File: src/sv/mhpq_pkg.sv
// package for the min-heap priority queue: widths, opcodes, state encoding
// and the controller/datapath command and status structs; no dependencies
package mhpq_pkg;
  localparam int Depth = 64;
  localparam int AddrW = 6;
  localparam int CntW = 7;
  localparam int KeyW = 64;
  localparam int PayW = 16;

  localparam logic OP_PUSH = 1'b0;
  localparam logic OP_POP = 1'b1;

  typedef enum logic [3:0] {
    S_IDLE, S_START, S_LOOP, S_RD_P, S_RD_L, S_RD_R, S_DECIDE, S_WR_A, S_WR_B, S_DONE
  } state_t;

  typedef enum logic [2:0] {
    RD_NONE, RD_POS, RD_LEFT, RD_RIGHT, RD_ROOT, RD_LAST
  } rd_sel_t;

  typedef struct packed {
    logic    capture;
    logic    do_append;
    logic    pop_fix;
    logic    pop_wr_root;
    rd_sel_t rd_sel;
    logic    load_pos;
    logic    next_parent;
    logic    decide;
    logic    wr_a;
    logic    out_load;
  } cmd_t;

  typedef struct packed {
    logic is_pop;
    logic accept;
    logic parents_done;
    logic has_child;
    logic do_swap;
  } status_t;
endpackage

File: src/sv/mhpq_ctrl.sv
// controller state machine for the heap rebuild sequence
// depends on mhpq_pkg for state, command and status types
module mhpq_ctrl (
  input  logic              clk,
  input  logic              rst,
  input  logic              in_valid,
  output logic              in_ready,
  output logic              out_valid,
  input  logic              out_ready,
  input  mhpq_pkg::status_t st,
  output mhpq_pkg::cmd_t    cmd
);
  mhpq_pkg::state_t state, state_next;
  logic out_full, out_full_next;

  always_ff @(posedge clk) begin
    if (rst) begin
      state <= mhpq_pkg::S_IDLE;
      out_full <= 1'b0;
    end else begin
      state <= state_next;
      out_full <= out_full_next;
    end
  end

  assign out_valid = out_full;
  // a new transaction may enter while the previous result waits
  assign in_ready = (state == mhpq_pkg::S_IDLE);

  always_comb begin
    state_next = state;
    cmd = '0;
    cmd.rd_sel = mhpq_pkg::RD_NONE;
    out_full_next = out_full && !out_ready;
    case (state)
      mhpq_pkg::S_IDLE: begin
        if (in_valid) begin
          cmd.capture = 1'b1;
          state_next = mhpq_pkg::S_START;
        end
      end
      mhpq_pkg::S_START: begin
        if (!st.accept) begin
          state_next = mhpq_pkg::S_DONE;
        end else if (st.is_pop) begin
          cmd.rd_sel = mhpq_pkg::RD_ROOT;
          cmd.pop_fix = 1'b1;
          state_next = mhpq_pkg::S_WR_A;
        end else begin
          cmd.do_append = 1'b1;
          state_next = mhpq_pkg::S_LOOP;
        end
      end
      mhpq_pkg::S_LOOP: begin
        if (st.parents_done) begin
          state_next = mhpq_pkg::S_DONE;
        end else begin
          cmd.load_pos = 1'b1;
          state_next = mhpq_pkg::S_RD_P;
        end
      end
      mhpq_pkg::S_RD_P: begin
        if (st.has_child) begin
          cmd.rd_sel = mhpq_pkg::RD_POS;
          state_next = mhpq_pkg::S_RD_L;
        end else begin
          cmd.next_parent = 1'b1;
          state_next = mhpq_pkg::S_LOOP;
        end
      end
      mhpq_pkg::S_RD_L: begin
        cmd.rd_sel = mhpq_pkg::RD_LEFT;
        state_next = mhpq_pkg::S_RD_R;
      end
      mhpq_pkg::S_RD_R: begin
        cmd.rd_sel = mhpq_pkg::RD_RIGHT;
        state_next = mhpq_pkg::S_DECIDE;
      end
      mhpq_pkg::S_DECIDE: begin
        cmd.decide = 1'b1;
        if (st.do_swap) begin
          state_next = mhpq_pkg::S_WR_B;
        end else begin
          cmd.next_parent = 1'b1;
          state_next = mhpq_pkg::S_LOOP;
        end
      end
      mhpq_pkg::S_WR_B: begin
        cmd.wr_a = 1'b1;
        state_next = mhpq_pkg::S_RD_P;
      end
      mhpq_pkg::S_WR_A: begin
        // pop: capture the root read in S_START, read the last entry and move it to the root
        cmd.rd_sel = mhpq_pkg::RD_LAST;
        cmd.pop_wr_root = 1'b1;
        state_next = mhpq_pkg::S_LOOP;
      end
      mhpq_pkg::S_DONE: begin
        if (!out_full || out_ready) begin
          cmd.out_load = 1'b1;
          out_full_next = 1'b1;
          state_next = mhpq_pkg::S_IDLE;
        end
      end
      default: state_next = mhpq_pkg::S_IDLE;
    endcase
  end
endmodule

File: config.mk
export PLATFORM = sky130hd
export DESIGN_NAME = mhpq_ctrl
export DESIGN_NICKNAME = d
export VERILOG_FILES = /design/src/sv/mhpq_pkg.sv /design/src/sv/mhpq_ctrl.sv
export SDC_FILE = /design/constraint.sdc
export NUM_CORES = 1
export LEC_CHECK = 0
export BUFFER_PORTS_ARGS = -buffer_cell sky130_fd_sc_hd__buf_2
export CORE_AREA = 2 2 39 41
export CTS_BUF_LIST = sky130_fd_sc_hd__clkbuf_4 sky130_fd_sc_hd__clkbuf_8 sky130_fd_sc_hd__clkbuf_16
export CTS_CLUSTER_SIZE = 10
export DETAILED_ROUTE_END_ITERATION = 12
export DIE_AREA = 0 0 41 43
export GPL_ROUTABILITY_DRIVEN = 0
export PLACE_DENSITY = 0.73
export SETUP_SLACK_MARGIN = 0.4
export SLEW_MARGIN = 20
export SYNTH_ARGS = -nofsm -noshare
export SYNTH_HDL_FRONTEND = slang
export SYNTH_SLANG_ARGS = --single-unit
File: constraint.sdc
create_clock -name clk -period 1.45 [get_ports clk]
set_input_delay 0.145 -clock clk [delete_from_list [all_inputs] [get_ports clk]]
set_output_delay 0.145 -clock clk [all_outputs]
set_load 0.01 [all_outputs]
# Word-level counts from Yosys, hierarchy flattened
# Cells that the tools add are included.
totals:
  latch_bits: 0
  ramBits: 0
  reg_bits: 5
  memories: 0
  rom_bits: 0
  inputBits: 9
  elab_cells: 49
op_classes:
  muxes: 30
  n_eq_ne: 11
  addsub: 0
  n_shift: 0
  div: 0
  reduce_logical: 6
  bitwise: 0
  multipliers: 0
  n_lt_le_gt_ge: 0
op_table:
  columns: ["operator", "n"]
  rows:
  - ["4-bit case mux with 10 select lines", 1]
  - ["4-bit 2-to-1 mux", 5]
  - ["4-bit by 3-bit equality test with 1-bit output, second input constant", 4]
  - ["1-bit 2-to-1 mux", 16]
  - ["3-bit case mux with 5 select lines", 1]
  - ["3-bit 2-to-1 mux", 4]
  - ["4-bit by 2-bit equality test with 1-bit output, second input constant", 2]
  - ["4-bit equality test, second input constant", 2]
  - ["4-bit by 1-bit equality test with 1-bit output, second input constant", 1]
  - ["4-bit zero test", 1]
  - ["2-bit 2-to-1 mux", 2]
  - ["2-bit != test, second input constant", 2]
  - ["1-bit zero test", 2]
  - ["1-bit case mux with 2 select lines", 1]
  - ["2-bit AND reduction", 1]
  - ["1-bit logical AND", 1]
  - ["1-bit logical OR", 1]

# Logic depth before layout (Yosys ltp)
# Gate-level depths: netlist (run 1).
depth:
  word_depth: 4
  mapped_depth: 5
  mapped_depth_nobuf: 4

# Worst setup path before layout (run 1)
# No wires, ideal clock.
synth_timing:
  path_type: "flip-flop to output port"
  start: "register state[1]"
  end: "output port cmd[11] in the netlist's numbering"
  stages_incl_launch_ff: 4
  arrival_time_ps: 1191
  path_buffers: 1
  required_time_ps: 1305
  slack_ps: 114
  path_cell_list: "dfxtp_1 > buf_2 > nor4_1 > and2_1"
synth_lines:
  columns: ["element", "line_no", "rtl"]
  rows:
  - ["start, declared", "mhpq_ctrl.sv:13", "mhpq_pkg::state_t state, state_next;"]
  - ["start signal, assigned", "mhpq_ctrl.sv:18", "state <= mhpq_pkg::S_IDLE;"]
  - ["start signal, assigned", "mhpq_ctrl.sv:21", "state <= state_next;"]
  - ["end, declared", "mhpq_ctrl.sv:11", "output mhpq_pkg::cmd_t cmd"]

==> metrics.md, run 1 <==
| Metric | Value |
|---|---|
| NetSw | 0.000327 W |
| Die height | 43 um |
| Drt wl/cell | 18.4 um |
| Synth cell types | 25 |
| Worst setup EP type | primary output |
| Synth Instances | 67 |
| Top post-synthesis cells by area | dfxtp_1 22%, nor2_1 8.4%, a21oi_1 6.7% |
| RSZ-0062 raised after global routing | yes |
| DRT antenna net count | 0 |
| Pre-Repair DR Iteration Count | 4 |
| Via count | 771 |
| CP required | 1.31 ns |
| Via density per instance | 5.80 |
| Cell-by-cell trace of the critical path | buf_4 -> buf_6 -> nand2b_4 -> nor2_4 -> buf_6 |
| Hold Path Class | in -> reg |
| Final hold slack | 0.138 ns |
| Worst setup SP type | register |
| Core area | 0.00138 sq mm |
| Die Area | 0.00176 sq mm |
| Post-Layout Cell Count | 133 |
| Crit path largest cell delay | 0.38 ns |
| Syn_nets | 76 |
| Sequential share of the synthesized area | 22.4% |
| Overflow after GRT | 0 |
| DRT Wirelength | 2.45 mm |
| Clock Latency Late Sink | 0.25 ns |
| H-Tree Depth | 1 |
| Nets | 127 |
| FP Rows | 14 |
| Tmin final | 1.43 ns |
| GRT Total Usage | 25.4% |
| TritonCTS buffer count | 3 |
| Worst Setup Path Type | reg -> out |
| Switching share of power | 38.6% |
| Die W | 41 um |
| Initial antenna violation count | 0 |
| Internal Power | 0.000519 W |
| Post-CTS Hold Buffers | 0 |
| Final Skew | 0.0144 ns |
| Fin crit share | 98.4% |
| Status | complete, no violations |
| CTS tree | yes |
| Critical Path Fanout Max | 6 |
| PortBufs | 22 |
| Mapped cell area | 447 sq um |
| Ratio of cells with drive above 1 in the final layout | 71.8% |
| Drt drc | 0 |
| Clk sinks | 5 |
| Met1 GRT Util | 30.9% |
| Worst Tran Pin Value | 0.264 ns |
| #FFs+latches synth | 5 |
| Busiest grt layer | met2 |
| Clock tree buffer depth | 2 |
| Max-cap violation count | 0 |
| Initial Util | 32.3% |
| DP HPWL | 953 um |
| F_max | 0.701 GHz |
| Top-Level Pins | 23 |
| Max Slew Vio Count | 0 |
| Setup Viol. Count Final | 0 |
| Diode count | 0 |
| Leakage | 0.485 nW |
| PwrDens | 812 mW/mm^2 |
| Met3 Use GR | 6.28% |
| Relative slew slack | 82.2% |
| Crit path DAT | 1.28 ns |
| Peak supply drop | 0.535 mV |
| GR Layer Usage met2 | 40.3% |
| Cell mode on critical path | buf_6 |
| Clock transition at the registers of the reported paths | 0.06 ns |
| Yosys top cell area share | 22.4% |
| Ys Warns | 0 |
| Final hold vios | 0 |
| Reg power frac | 22.9% |
| Syn avg cell area | 6.67 sq um |
| Largest area contributor in the netlist | dfxtp_1 |
| 1st-iter DRT viols | 19 |
| Synthesis-to-layout area growth | 133% |
| Largest net degree at the start of global routing | 10 |
| Clock network power share | 22.1% |
| Vias in the first global route | 671 |
| First-pass GRT wire length | 3.08 mm |
| CP max-delay cell | dfxtp_4 |
| Placed cells | 104 |
| Root buf cell | clkbuf_4 |
| Gate power share | 55.0% |
==> state kept, by name, indices dropped and copies added, names as in the netlist <==
| register | count |
|---|---|
| state | 4 |
| out_valid | 1 |
==> routing by layer <==
metal  routed length [um]  up-vias
met3                  203       14
met5                    0        -
met4                  115        0
met2                 1230       50
li1                     -      339
met1                  895      368
==> placed cells by master (no fill, tap or decap), drive strengths merged, types with 3 or more instances in the layout <==
cell	netlist	routed
o21ai	4	4
dfxtp	5	5
nor2b	4	4
nor3	5	5
buf	5	51
nand2b	4	4
nor4	3	3
a21oi	6	6
clkbuf	0	4
nor2	11	11
==> through the flow <==
step                      setup TNS (ns)  worst slack (ns)  total power [W]  area (sq um)  util (%)
final                                  0            0.0227         0.000846          1040      75.3
after detailed placement               0             0.102         0.000420           636      45.9
after global routing             -0.0379           -0.0223         0.000884          1040      75.3
after global placement                 0             0.142         0.000419           636      45.9
after floorplan                        0             0.309         0.000362           515         -
after CTS                              0            0.0907         0.000742           911      65.8
==> worst max-delay path: cells and delay by family, from the launching register on <==
family / cells / cell delay, ns
buffers and inverters: 3 / 0.37
and+or+nand+nor: 2 / 0.28
DFF: 1 / 0.38
==> power by group through the flow <==
stage               clock, W  combinational (W)  sequential [W]
finish              0.000187           0.000465        0.000193
detailed placement         0           0.000217        0.000204
global placement           0           0.000215        0.000204
CTS                 0.000185           0.000367        0.000190
floorplan                  0           0.000190        0.000172
global route        0.000202           0.000487        0.000194
==> synthesized netlist by cell type (all sizes together) <==
library cell	number
nand3	1
nand4	2
or3	2
o21a	1
inv	2
buf	5
a22oi	1
nand4b	1
nand2	2
nor3b	2
o21ai	4
mux2	2
nor3	5
nand2b	4
a21oi	6
nor2b	4
and2	1
o31a	1
dfxtp	5
a31oi	2
nor2	11
nor4	3
==> cell families after synthesis <==
logic type | share of synthesized area (%)
buf+inv | 7.28
compound gates | 19.3
flops | 22.4
simple gates | 45.9
mux | 5.04
==> layout make-up <==
type / count / area (sq um)
timing repair buffer: 51 / 374
sequential: 5 / 115
inverter: 2 / 7.51
tap: 16 / 20.0
fill: 99 / 342
multi-input combinational: 55 / 495
clock buffer: 4 / 30.0
==> what timing repair did <==
action / CTS / global route
setup buffers: 17 / 8
resized for setup: 31 / 13
setup endpoints to repair: 17 / 17
pin swaps: 7 / 4
==> final timing paths <==
kind	start	end	slack, ns	cells past startpoint
min reg2reg	out_valid	out_valid	0.70	3
max	state[1]	cmd[6]	0.02	5
max reg2reg	state[1]	state[0]	0.07	5
min	rst	state[3]	0.14	2
No activity file was read; power rests on OpenSTA's default activity.
==> run 2, diff against run 1 <==
clock period = 1.8 ns   (was 1.45 ns; I/O delays follow)
==> run 2 against run 1 <==
Final cell count fell by 12%; die area unchanged; non-clock buffer count shrank 16; sequential cell count unchanged; register-to-register slack improved by 0.36 ns.
==> metrics.md, run 2 (synthesized netlist as in run 1, its figures left out) <==
| Metric | Value |
|---|---|
| DP HPWL | 850 um (-11%) |
| Post-CTS Hold Buffers | 0 (unchanged) |
| Ratio of cells with drive above 1 in the final layout | 55.4% (-16 points) |
| Top Metal Used | met4 |
| PortBufs | 22 (unchanged) |
| Most frequent cells in the layout | 23 x buf_2, 9 x nor2_1, 7 x buf_4 |
| Top-Level Pins | 23 (unchanged) |
| Fin crit share | 76.8% |
| Final hold slack | 0.143 ns (+0.00468 ns) |
| CTS tree | yes |
| Overflow after GRT | 0 (unchanged) |
| Switching share of power | 35.5% (-3.1 points) |
| M1 WL | 620 um (-31%) |
| DRT antenna net count | 0 (unchanged) |
| Vias in the first global route | 469 (-30%) |
| Core area | 0.00138 sq mm (unchanged) |
| Via count | 660 (-14%) |
| Status | complete, no violations |
| Clk sinks | 5 (unchanged) |
| Die W | 41 um (unchanged) |
| WL met2 | 827 um (-33%) |
| RSZ-0062 raised after global routing | yes |
| Commonest non-fill, non-tap cell in the layout | buf_2 |
| Hold Path Class | in -> reg |
| Pre-Repair DR Iteration Count | 4 (unchanged) |
| DRT Wirelength | 1.58 mm (-35%) |
| 1st-iter DRT viols | 26 (+7) |
| Die Area | 0.00176 sq mm (unchanged) |
| Via density per instance | 5.64 (-2.7%) |
| GRT Total Usage | 15.7% (-9.7 points) |
| Total negative slack | 0 ns (unchanged) |
| Worst Setup Path Type | reg -> out |
| First-pass GRT wire length | 1.87 mm (-39%) |
| Clock Latency Late Sink | 0.24 ns (about the same) |
| Max Slew Vio Count | 0 (unchanged) |
| FP Rows | 14 (unchanged) |
| Initial Util | 32.3% (unchanged) |
| Clock network power share | 26.0% (+3.9 points) |
| Worst Tran Pin Value | 0.264 ns (-0.000284 ns) |
| Nets | 111 (-13%) |
| Max-cap violation count | 0 (unchanged) |
| Internal Power | 0.000356 W (-31%) |
| CP required | 1.62 ns (+0.31 ns) |
| Initial antenna violation count | 0 (unchanged) |
| Final hold vios | 0 (unchanged) |
| TritonCTS buffer count | 3 (unchanged) |
| Leakage | 0.364 nW (-25%) |
| Die height | 43 um (unchanged) |
| Worst setup EP type | primary output |
| NetSw | 0.000196 W (-40%) |
| Drt wl/cell | 13.5 um (-26%) |
| Tmin final | 1.38 ns |
| H-Tree Depth | 1 (unchanged) |
| Gate power share | 46.4% (-8.6 points) |
| Fin util | 56.8% (-19 points) |
| Clock transition at the registers of the reported paths | 0.04 ns (-0.02 ns) |
| Diode count | 0 (unchanged) |
| Crit path DAT | 1.20 ns (-0.08 ns) |
| PwrDens | 703 mW/mm^2 (-13%) |
| Setup Viol. Count Final | 0 (unchanged) |
| Placed cells | 101 (-2.9%) |
| Reg power frac | 27.5% (+4.6 points) |
| Metal3 WL | 104 um (-49%) |
| Drt drc | 0 (unchanged) |
| Worst setup SP type | register |
| Number of flip-flops in the largest register | 4 (unchanged) |
| Final Skew | 0.00495 ns (-0.00948 ns) |
| Reg with most FFs | state |
| Critical Path Fanout Max | 7 (+1) |
| Root buf cell | clkbuf_4 |
| Largest net degree at the start of global routing | 19 (+9) |
| Post-Layout Cell Count | 117 (-12%) |
| Peak supply drop | 0.340 mV (-36%) |
| Synthesis-to-layout area growth | 75.9% |
| Clock tree buffer depth | 2 (unchanged) |
| F_max | 0.723 GHz |
| Relative slew slack | 82.4% (+0.11 points) |
run 2: what timing repair did:
action | in CTS | in global routing
gates resized for setup | 11 | 20
pin swaps | 1 | 3
cloned | 0 | 0
setup endpoints to repair | 13 | 6
setup buffers | 2 | 10
endpoints found under the hold margin | 0 | 0
run 2: worst max-delay path: stages, from the launching register on:
cell	delay, ns
dfxtp_4	0.40
clkbuf_2	0.18
a21oi_1	0.07
nor2_1	0.14
buf_2	0.17
run 2: through the flow:
stage / power (W) / cell area [sq um] / worst slack [ns]
global placement: 0.000301 / 559 / 0.375
CTS: 0.000464 / 631 / 0.408
detailed placement: 0.000303 / 559 / 0.373
global route: 0.000585 / 786 / 0.372
finish: 0.000552 / 786 / 0.417
floorplan: 0.000253 / 447 / 0.429
run 2: final timing paths:
kind	start	end	slack (ns)	cells after the start
setup / recovery	state[1]	cmd[5]	0.42	4
hold / removal	rst	state[3]	0.14	2
setup reg to reg	state[0]	state[0]	0.43	5
hold reg to reg	out_valid	state[3]	0.69	3
run 2: power by group through the flow:
| stage | Clock [W] | Combinational [W] | Sequential (W) |
|---|---|---|---|
| 2_1_floorplan | 0 | 0.000121 | 0.000133 |
| 3_5_place_dp | 0 | 0.000148 | 0.000155 |
| 4_1_cts | 0.000148 | 0.000159 | 0.000156 |
| 3_3_place_gp | 0 | 0.000147 | 0.000154 |
| 6_report | 0.000144 | 0.000256 | 0.000152 |
| 5_1_grt | 0.000156 | 0.000275 | 0.000154 |
run 2: area by class of cell:
cell class / instances / area [sq um]
clock buffers: 4 / 30.0
inverters: 2 / 7.51
flip-flops and latches: 5 / 115
well taps: 16 / 20.0
multi-input cells: 55 / 393
fillers: 131 / 598
repair buffers: 35 / 220
run 2: per-layer routing:
| layer | up-vias | global-route usage (%) |
|---|---|---|
| met1 | 318 | 18.1 |
| met2 | 31 | 24.7 |
| li1 | 307 | - |
| met5 | - | 0 |
| met3 | 4 | 3.14 |
| met4 | 0 | 10.0 |
==> run 3, diff against run 2 <==
PLACE_DENSITY = 0.76   (was 0.73)
clock period = 1.2 ns   (was 1.8 ns; I/O delays follow)
==> run 3 against run 2 <==
The run now ends with setup timing left; clock skew decreased by 0.0010 ns; global-route usage increased by 18 points; register-to-register slack got worse by 0.61 ns; total power increased by 110%; highest routed layer unchanged.
==> metrics.md, run 3 (synthesized netlist as in run 1, its figures left out) <==
| Metric | Value |
|---|---|
| Max-cap violation count | 0 (unchanged) |
| Worst setup margin | -0.213 ns (-0.629 ns) |
| Ratio of cells with drive above 1 in the final layout | 78.9% (+23 points) |
| Crit path largest cell delay | 0.38 ns (-0.02 ns) |
| Total negative slack | -2.47 ns (-2.47 ns) |
| First-pass GRT wire length | 3.91 mm (+110%) |
| Clock Latency Late Sink | 0.25 ns (about the same) |
| Initial antenna violation count | 0 (unchanged) |
| F_max | 0.708 GHz |
| Tot Pwr | 0.00117 W (+110%) |
| Worst Tran Pin Value | 0.370 ns (+0.106 ns) |
| PortBufs | 22 (unchanged) |
| Critical Path Fanout Max | 7 (unchanged) |
| Diode count | 0 (unchanged) |
| Root buf cell | clkbuf_4 |
| Top-Level Pins | 23 (unchanged) |
| Drt drc | 0 (unchanged) |
| Fin crit share | 118% |
| PwrDens | 976 mW/mm^2 (+39%) |
| Crit path DAT | 1.29 ns (+0.09 ns) |
| Clock tree buffer depth | 2 (unchanged) |
| DRT antenna net count | 0 (unchanged) |
| Setup Viol. Count Final | 17 (+17) |
| H-Tree Depth | 1 (unchanged) |
| Violated checks | setup timing |
| Relative slew slack | 75.3% (-7.1 points) |
| Worst Setup Path Type | reg -> out |
| Core area | 0.00138 sq mm (unchanged) |
| Cell-by-cell trace of the critical path | buf_6 -> nor4_4 -> and2_1 -> buf_2 |
| Number of flip-flops in the largest register | 4 (unchanged) |
| CTS tree | yes |
| Drt wl/cell | 19.4 um (+44%) |
| Hold Path Class | in -> reg |
| Area after DPL | 768 sq um (+37%) |
| Status | complete, but fails checks |
| Die height | 43 um (unchanged) |
| Initial Util | 32.3% (unchanged) |
| DRT Wirelength | 2.80 mm (+77%) |
| RSZ-0062 raised after global routing | yes |
| Post-CTS Hold Buffers | 0 (unchanged) |
| Vias in the first global route | 808 (+72%) |
| Pre-Repair DR Iteration Count | 4 (unchanged) |
| Clk sinks | 5 (unchanged) |
| Commonest non-fill, non-tap cell in the layout | buf_4 |
| Peak supply drop | 0.717 mV (+110%) |
| Synthesis-to-layout area growth | 168% |
| CP required | 1.08 ns (-0.54 ns) |
| GRT Total Usage | 34.1% (+18 points) |
| Max Slew Vio Count | 0 (unchanged) |
| Via density per instance | 5.63 (-0.16%) |
| Worst setup EP type | primary output |
| Final hold vios | 0 (unchanged) |
| Tmin final | 1.41 ns |
| Overflow after GRT | 0 (unchanged) |
| Final Skew | 0.00390 ns (-0.00105 ns) |
| FP Rows | 14 (unchanged) |
| Filler cells | 69 (-47%) |
| Via count | 811 (+23%) |
| Die W | 41 um (unchanged) |
| Leakage | 0.545 nW (+50%) |
| CP max-delay cell | dfxtp_4 |
| Die Area | 0.00176 sq mm (unchanged) |
| Most frequent cells in the layout | 24 x buf_4, 21 x buf_6, 17 x buf_2 |
| Reg with most FFs | state |
| Nets | 138 (+24%) |
| Clock transition at the registers of the reported paths | 0.05 ns (about the same) |
| TritonCTS buffer count | 3 (unchanged) |
| Worst setup SP type | register |
| Dpl ws | -0.0717 ns (-0.445 ns) |
| Fin util | 86.5% (+30 points) |
| 1st-iter DRT viols | 10 (-62%) |
| Final instance area | 0.00120 sq mm (+52%) |
| DP HPWL | 1.15 mm (+36%) |
| Largest net degree at the start of global routing | 9 (-10) |
run 3: cell count changes in the layout (fill, tap and decap cells not counted), sizes merged:
| cell | previous run | this run |
|---|---|---|
| clkbuf | 6 | 4 |
| buf | 33 | 62 |
run 3: power by group:
part           switching, W  internal [W]
Clock             0.0000817      0.000149
Combinational      0.000328      0.000386
Sequential        0.0000400      0.000185
run 3: timing repair:
action,4_1_cts,5_1_grt
gates resized for setup,37,19
endpoints found under the setup margin,19,18
pin swaps,11,9
setup buffers,17,3
run 3: layer usage:
layer	global-route usage (%)	part of all wire, %
met5	0	0
met2	52.2	49
met4	24.0	8.5
met3	5.76	4.4
met1	40.3	38
run 3: final cells by class:
class | count | area, sq um | area share [%]
Multi-Input combinational cell | 55 | 522 | 43.6
Timing Repair Buffer | 62 | 502 | 41.9
Sequential cell | 5 | 116 | 9.72
Clock buffer | 4 | 30.0 | 2.51
Tap cell | 16 | 20.0 | 1.67
Inverter | 2 | 7.51 | 0.627
run 3: path summary, 6_finish.rpt:
check,startpoint,to,slack (ns),cells past startpoint
max,state[3],cmd[11],-0.21,4
min,rst,state[0],0.10,2
max reg2reg,state[2],state[1],-0.18,5
min reg2reg,out_valid,out_valid,0.72,3
run 3: worst max-delay path, delay by kind of cell, from the launching register on:
family        cells  cell delay (ns)
buf+inv           2             0.24
simple gates      2             0.43
flops             1             0.38
run 3: metrics by stage:
step                hold WS [ns]  instances
floorplan                  0.184         67
global placement           0.339        120
detailed placement         0.349        120
CTS                        0.108        141
global route               0.117        144
finish                     0.102        144
